`config.mk`:
```
export PLATFORM = sky130hd
export DESIGN_NAME = mod11_10_check_digit_stream_unit
export DESIGN_NICKNAME = d
export VERILOG_FILES = /design/src/rtl/mcd_pkg.sv /design/src/rtl/mcd_scan.sv /design/src/rtl/mcd_out.sv /design/src/rtl/mod11_10_check_digit_stream_unit.sv
export SDC_FILE = /design/constraint.sdc
export NUM_CORES = 1
export LEC_CHECK = 0
export BUFFER_PORTS_ARGS = -buffer_cell sky130_fd_sc_hd__buf_2
export CORE_ASPECT_RATIO = 1.25
export CORE_MARGIN = 5
export CORE_UTILIZATION = 40
export DETAILED_ROUTE_END_ITERATION = 10
export MAX_ROUTING_LAYER = met4
export SYNTH_ARGS = -nofsm -noshare
export SYNTH_HDL_FRONTEND = slang
export SYNTH_SLANG_ARGS = --single-unit
```
`constraint.sdc`:
```
create_clock -name clk_i -period 4.4 [get_ports clk_i]
set_input_delay 0 -clock clk_i [delete_from_list [all_inputs] [get_ports clk_i]]
set_output_delay 0 -clock clk_i [all_outputs]
set_load 0.01 [all_outputs]
```
`src/rtl/mcd_pkg.sv`:
```
`default_nettype none

package mcd_pkg;

  localparam int unsigned ByteW   = 8;
  localparam int unsigned CntW    = 4;
  localparam int unsigned SumW    = 4;
  localparam int unsigned DigitW  = 4;
  localparam int unsigned StatusW = 2;
  localparam int unsigned TdataOW = 8;

  localparam logic [CntW-1:0]  LenMin     = 4'd11;
  localparam logic [CntW-1:0]  LenMax     = 4'd14;
  localparam logic [CntW-1:0]  DigitsUsed = 4'd10;
  localparam logic [CntW-1:0]  CharsSat   = 4'd15;
  localparam logic [ByteW-1:0] AsciiSpace = 8'h20;
  localparam logic [ByteW-1:0] AsciiZero  = 8'h30;
  localparam logic [ByteW-1:0] AsciiNine  = 8'h39;

  typedef enum logic [StatusW-1:0] {
    STATUS_OK        = 2'd0,
    STATUS_BAD_CHECK = 2'd1,
    STATUS_MALFORMED = 2'd2
  } mcd_status_e;

  typedef struct packed {
    logic [DigitW-1:0] expected_digit;
    mcd_status_e       status;
  } mcd_res_t;

  // MOD 11,10 step: ((((sum + d + 9) mod 10) + 1) * 2) mod 11, sum in 0..10, d in 0..9
  function automatic logic [SumW-1:0] mcd_step(input logic [SumW-1:0] sum,
                                               input logic [DigitW-1:0] d);
    logic [4:0] t;
    logic [4:0] m;
    logic [4:0] p;
    t = 5'(sum) + 5'(d) + 5'd9;
    if (t >= 5'd20) begin
      m = t - 5'd20;
    end else if (t >= 5'd10) begin
      m = t - 5'd10;
    end else begin
      m = t;
    end
    p = 5'((m + 5'd1) << 1);
    if (p >= 5'd11) begin
      p = p - 5'd11;
    end
    return p[SumW-1:0];
  endfunction

  // (11 - sum) mod 10
  function automatic logic [DigitW-1:0] mcd_expect(input logic [SumW-1:0] sum);
    logic [4:0] t;
    t = 5'd11 - 5'(sum);
    if (t >= 5'd10) begin
      t = t - 5'd10;
    end
    return t[DigitW-1:0];
  endfunction

endpackage

`default_nettype wire

```
`src/rtl/mcd_scan.sv`:
```
`default_nettype none

module mcd_scan (
  input  wire logic                        clk_i,
  input  wire logic                        rst_ni,
  input  wire logic                        accept_i,
  input  wire logic [mcd_pkg::ByteW-1:0]   char_i,
  input  wire logic                        last_i,
  output logic                             res_valid_o,
  output mcd_pkg::mcd_res_t                res_o
);

  logic [mcd_pkg::SumW-1:0] sum_q, sum_d;
  logic [mcd_pkg::CntW-1:0] digits_q, digits_d;
  logic [mcd_pkg::CntW-1:0] chars_q, chars_d;
  logic                     ferr_q, ferr_d;

  logic                       is_digit;
  logic [mcd_pkg::DigitW-1:0] digit;
  logic [mcd_pkg::DigitW-1:0] expect_dig;
  logic [mcd_pkg::ByteW-1:0]  char_diff;

  assign char_diff = char_i - mcd_pkg::AsciiZero;
  assign digit     = char_diff[mcd_pkg::DigitW-1:0];
  assign is_digit  = (char_i >= mcd_pkg::AsciiZero) && (char_i <= mcd_pkg::AsciiNine);

  always_comb begin
    sum_d    = sum_q;
    digits_d = digits_q;
    ferr_d   = ferr_q;
    chars_d  = (chars_q < mcd_pkg::CharsSat) ? chars_q + 4'd1 : chars_q;
    if ((digits_q < mcd_pkg::DigitsUsed) && (char_i != mcd_pkg::AsciiSpace)) begin
      if (is_digit) begin
        sum_d    = mcd_pkg::mcd_step(sum_q, digit);
        digits_d = digits_q + 4'd1;
      end else begin
        ferr_d = 1'b1;
      end
    end
  end

  assign expect_dig = mcd_pkg::mcd_expect(sum_d);

  always_comb begin
    res_valid_o = accept_i && last_i;
    if ((chars_d < mcd_pkg::LenMin) || (chars_d > mcd_pkg::LenMax) || ferr_d) begin
      res_o.status         = mcd_pkg::STATUS_MALFORMED;
      res_o.expected_digit = '0;
    end else begin
      res_o.expected_digit = expect_dig;
      if (char_i == (mcd_pkg::AsciiZero + mcd_pkg::ByteW'(expect_dig))) begin
        res_o.status = mcd_pkg::STATUS_OK;
      end else begin
        res_o.status = mcd_pkg::STATUS_BAD_CHECK;
      end
    end
  end

  always_ff @(posedge clk_i or negedge rst_ni) begin
    if (!rst_ni) begin
      sum_q    <= '0;
      digits_q <= '0;
      chars_q  <= '0;
      ferr_q   <= 1'b0;
    end else if (accept_i) begin
      if (last_i) begin
        sum_q    <= '0;
        digits_q <= '0;
        chars_q  <= '0;
        ferr_q   <= 1'b0;
      end else begin
        sum_q    <= sum_d;
        digits_q <= digits_d;
        chars_q  <= chars_d;
        ferr_q   <= ferr_d;
      end
    end
  end

endmodule

`default_nettype wire

```
`src/rtl/mcd_out.sv`:
```
`default_nettype none

module mcd_out (
  input  wire logic        clk_i,
  input  wire logic        rst_ni,
  input  wire logic        res_valid_i,
  input  wire mcd_pkg::mcd_res_t res_i,
  output logic             can_take_o,
  output logic             valid_o,
  input  wire logic        ready_i,
  output mcd_pkg::mcd_res_t res_o
);

  logic              valid_q;
  mcd_pkg::mcd_res_t res_q;

  assign can_take_o = !valid_q || ready_i;
  assign valid_o    = valid_q;
  assign res_o      = res_q;

  always_ff @(posedge clk_i or negedge rst_ni) begin
    if (!rst_ni) begin
      valid_q <= 1'b0;
    end else if (can_take_o) begin
      valid_q <= res_valid_i;
    end
  end

  always_ff @(posedge clk_i) begin
    if (can_take_o && res_valid_i) begin
      res_q <= res_i;
    end
  end

endmodule

`default_nettype wire

```
`src/rtl/mod11_10_check_digit_stream_unit.sv`:
```
// ISO 7064 MOD 11,10 checker for an identifier streamed one ASCII byte per word, tlast on
// the final (check digit) byte. Spaces are skipped; the first ten digits feed the running
// sum; any other character before the tenth digit marks the identifier malformed, as does
// a length (all bytes, saturating at 15) outside 11..14. One word per cycle is taken while
// the output register is empty or being drained; each tlast word yields one result word,
// registered and shown from the next cycle, after which the state is clear for the next identifier.
`default_nettype none

module mod11_10_check_digit_stream_unit (
  input  wire logic                         clk_i,
  input  wire logic                         rst_ni,
  input  wire logic                         s_axis_tvalid_i,
  output logic                              s_axis_tready_o,
  input  wire logic [7:0]                   s_axis_tdata_i,  // [7:0] char_byte
  input  wire logic                         s_axis_tlast_i,  // is_last
  output logic                              m_axis_tvalid_o,
  input  wire logic                         m_axis_tready_i,
  output logic [mcd_pkg::TdataOW-1:0]       m_axis_tdata_o   // [1:0] status, [5:2] expected_digit
);

  logic              accept;
  logic              res_valid;
  mcd_pkg::mcd_res_t res;
  mcd_pkg::mcd_res_t out_res;

  assign accept = s_axis_tvalid_i && s_axis_tready_o;

  mcd_scan u_scan (
    .clk_i       (clk_i),
    .rst_ni      (rst_ni),
    .accept_i    (accept),
    .char_i      (s_axis_tdata_i),
    .last_i      (s_axis_tlast_i),
    .res_valid_o (res_valid),
    .res_o       (res)
  );

  mcd_out u_out (
    .clk_i       (clk_i),
    .rst_ni      (rst_ni),
    .res_valid_i (res_valid),
    .res_i       (res),
    .can_take_o  (s_axis_tready_o),
    .valid_o     (m_axis_tvalid_o),
    .ready_i     (m_axis_tready_i),
    .res_o       (out_res)
  );

  assign m_axis_tdata_o = {2'b00, out_res.expected_digit, out_res.status};

endmodule

`default_nettype wire

```
==> results by group <==
Pwr
  – Fraction of power consumed by sequential logic: 0.292
  – Net Switching: 0.266 mW
  – Relative contribution of the clock network to total power: 0.182
  – Switching power share of the total: 0.352
  – Total internal power: 0.489 mW
  – Logic gate share of total power: 0.526
  – Cell area power density: 333 nW/um^2
  – LEAKAGE: 1.00 nW
  – Maximum ir drop on the vdd rail: 208 uV

STA
  – Transition at the pin with the smallest max-transition slack: 0.593 ns
  – Final worst path period need: between 4 and 5 ns
  – Hold Worst Slack: around 0.026 ns
  – Slew Limit Fails: 0
  – Highest achievable clock rate: 0.223 GHz
  – Clock skew after layout: 0.00508 ns
  – Worst path setup slack after routing: -0.0888 ns
  – Setup repair after global routing missed its margin: yes
  – Worst slew margin: 0.593
  – Post-route fraction of the period consumed by the critical path: 1.02
  – Setup-failing EPs final: 1
  – Final-report hold violation count: 0

CTS
  – Clock Latency Late Sink: 0.25 ns
  – Clock tree root buffer cell: sky130_fd_sc_hd__clkbuf_8
  – Total clock sinks: 20
  – Cts bufs inserted: 3
  – Buffers from clock root to sink, at most: 2
  – Clock tree from TritonCTS: done
  – Htree depth: 1
  – CTS clock-pin slew for the worst setup and hold paths: 0.07 ns

Logic synthesis
  – Number of synthesized flops with an enable pin: 6
  – Synth Cell Area: ~1700 sq um
  – Commonest cells in the netlist: sky130_fd_sc_hd__nor2_1, sky130_fd_sc_hd__ha_1, sky130_fd_sc_hd__inv_1
  – Area leader, netlist: sky130_fd_sc_hd__dfrtp_1
  – Cell with the most instances after synthesis: sky130_fd_sc_hd__nor2_1
  – Dominant register cell in the synthesized netlist: sky130_fd_sc_hd__dfrtp_1
  – Share of async-settable or async-resettable flops after synthesis: 0.700
  – Synth warnings: 0
  – Cells taking the most area after synthesis: sky130_fd_sc_hd__dfrtp_1, sky130_fd_sc_hd__ha_1, sky130_fd_sc_hd__edfxtp_1, sky130_fd_sc_hd__nor2_1, sky130_fd_sc_hd__o21ai_0
  – Count of different cell masters after synthesis: 45
  – Flip-flop and latch count after synthesis: 20
  – Area share of the leading cell type in the synthesized netlist: 0.210
  – Seq/Total Area, Yosys: 0.319
  – Synth Area per Inst: 9.05 sq um
  – Instance count of the mapped netlist: 184

Route
  – Pre-antenna DRT Iters: 5
  – DRC: 0
  – Number of nets still failing antenna checks after routing: 0
  – Total length of routed wires: 3.73 mm
  – Drt first-iter violations: 64
  – Total number of vias: 1419
  – Post-DR vias/cell: approximately 5.0
  – Avg WL per Cell: 13.2 um

Global routing
  – Remaining global-route overflow: 0
  – Global-route wire length before repair: 6.05 mm
  – Number of global-route vias before repair: 1396
  – Antenna violations before repair: 0
  – Combined global-route utilization of all metal layers: 0.145
  – Maximum number of pins on one net before global-route repair: 15

Cells and area
  – Sequential cell area: 531 sq um
  – Layout cell share with drive strength beyond 1: 0.376
  – Combined area of the multi-input logic cells: 1280 sq um
  – Total Nets Final: about 260
  – Ant diodes: 0
  – Final cell count without fillers: 282
  – Syn-to-layout area delta: 36.1%
  – Fill cell total of the finished layout: 378

Die
  – Total number of placement rows: 26
  – Count of boundary I/O pins: 23
  – Floorplan die width: 67.7 um
  – Die Y-Extent: 82.1 um
  – Core footprint: 4070 sq um
  – Overall die area: 5560 sq um
  – Effective utilization at floorplan: 0.410

Placed design
  – Number of buffers inserted by port buffering: 20
  – Final HPWL from detailed placement: 2.79 mm
  – Global placer's final weighted congestion: 0.819
  – Placed instance count: 272

Critical path
  – Reg-to-reg critical path startpoint: u_scan.sum_q[1]
  – Cell mode on critical path: sky130_fd_sc_hd__ha_4
  – Crit path kind: reg2reg
  – Worst path slowest cell: sky130_fd_sc_hd__fa_2
  – Worst setup startpoint: u_scan.sum_q[1]
  – CP cell instances: ha_4 -> ha_4 -> fa_2 -> inv_2 -> ha_4 -> and3_4 -> or2_4 -> a211oi_4 -> o221ai_4 -> xor2_2 -> nor3b_4 -> a211oi_2 -> buf_4 -> ha_4 -> nand2_4 -> o31ai_4 -> mux2i_2 -> xnor2_1 -> a31oi_1
  – R2R depth: 19
  – Required time of the critical path: 4.39 ns
  – Largest fanout of any net on the critical path: 5
  – Element type at the critical path start: flop
  – Reg2reg setup slack: -0.09 ns
  – Type of destination of the critical path: flop
  – Delay of the slowest cell on the worst path: 0.55 ns
  – Worst setup endpoint: u_out.res_o[0]
  – Worst flop-to-flop path endpoint: u_out.res_o[0]
  – Worst endpoint data arrival time: 4.48 ns

Min path
  – Min-delay worst type: in2reg

Outcome
  – Result of the run: complete, but fails checks
  – Violated checks: negative setup slack

Run
  – Maximum capacitance violations: 0
-- cells in the final DEF, fill, tap and decap left out, types with 6 or more instances in the layout --
cell type and n:
sky130_fd_sc_hd__a21oi_1 8, sky130_fd_sc_hd__buf_2 20, sky130_fd_sc_hd__buf_4 19, sky130_fd_sc_hd__dfrtp_1 14, sky130_fd_sc_hd__edfxtp_1 6, sky130_fd_sc_hd__ha_1 9
sky130_fd_sc_hd__ha_4 8, sky130_fd_sc_hd__inv_1 13, sky130_fd_sc_hd__nand2_1 12, sky130_fd_sc_hd__nor2_1 19, sky130_fd_sc_hd__o21ai_0 12
-- per-stage QoR --
| stage | power, mW | area, sq um | setup WS [ns] | util | setup TNS, ns |
|---|---|---|---|---|---|
| after floorplan | 0.442 | 1710 | -0.0522 | - | -0.0522 |
| after global placement | 0.549 | 1970 | -0.171 | 0.484 | -0.208 |
| after detailed placement | 0.549 | 1970 | -0.182 | 0.484 | -0.242 |
| after CTS | 0.718 | 2140 | -0.114 | 0.527 | -0.114 |
| after global routing | 0.811 | 2270 | -0.317 | 0.557 | -0.595 |
| final | 0.755 | 2270 | -0.0888 | 0.557 | -0.0888 |
-- layer usage --
metal | global-route usage | up-vias | routed length (um)
li1 | - | 728 | -
met3 | 0.0149 | 4 | 102
met1 | 0.152 | 667 | 1460
met4 | 0.0527 | 0 | 65
met5 | - | - | 0
met2 | 0.274 | 20 | 2100
-- flip-flops by register name, indices dropped and copies added (netlist names) --
| name | count |
|---|---|
| u_out.valid_o | 1 |
| u_out.res_o | 6 |
| u_scan.ferr_q | 1 |
| u_scan.digits_q | 4 |
| u_scan.chars_q | 4 |
| u_scan.sum_q | 4 |
-- logic make-up after synthesis --
kind of cell,synth area share
flip-flops,0.319
XOR/XNOR,0.0669
multiplexers,0.0248
adder cells (fa/ha/maj),0.147
AO/OA/AOI/OAI,0.209
buffers and inverters,0.0518
AND/OR/NAND/NOR,0.180
other,0.00225
-- worst min path at each step --
stage / startpoint / to / cells past startpoint
after floorplan: rst_ni / u_out.valid_o / 0
after global placement: rst_ni / u_scan.digits_q[2] / 1
after detailed placement: rst_ni / u_scan.digits_q[2] / 1
after CTS: s_axis_tlast_i / u_scan.chars_q[0] / 2
after global routing: s_axis_tlast_i / u_scan.chars_q[0] / 2
final: s_axis_tlast_i / u_scan.chars_q[0] / 2
-- layout make-up --
class                   count  area share
clock buffers               4      0.0243
repair buffers             41       0.117
multi-input cells         144       0.565
well taps                  56      0.0309
flip-flops and latches     20       0.234
inverters                  17      0.0293
-- worst max-delay path: cells and delay by family, from the launching register on --
family / cells / cell delay (ns)
AOI/OAI and AO/OA: 5 / 0.98
muxes: 1 / 0.30
adders and majority gates: 5 / 1.27
xor gates and xnor gates: 2 / 0.34
buffers and inverters: 2 / 0.25
and+or+nand+nor: 4 / 0.65
DFF: 1 / 0.42
-- power groups by stage --
stage	logic (mW)	registers, mW	clock network [mW]
after floorplan	0.219	0.222	0
after global placement	0.325	0.224	0
after detailed placement	0.324	0.224	0
after CTS	0.358	0.221	0.140
after global routing	0.438	0.223	0.150
final	0.397	0.221	0.137
-- timing repair --
| item | CTS | global route |
|---|---|---|
| setup endpoints to repair | 2 | 4 |
| endpoints found under the hold margin | 14 | 0 |
| buffers inserted | 4 | 2 |
| gates resized for setup | 18 | 22 |
| pin swaps | 18 | 22 |
| hold buffers | 1 | 0 |
(Power assumes the default switching activity.)
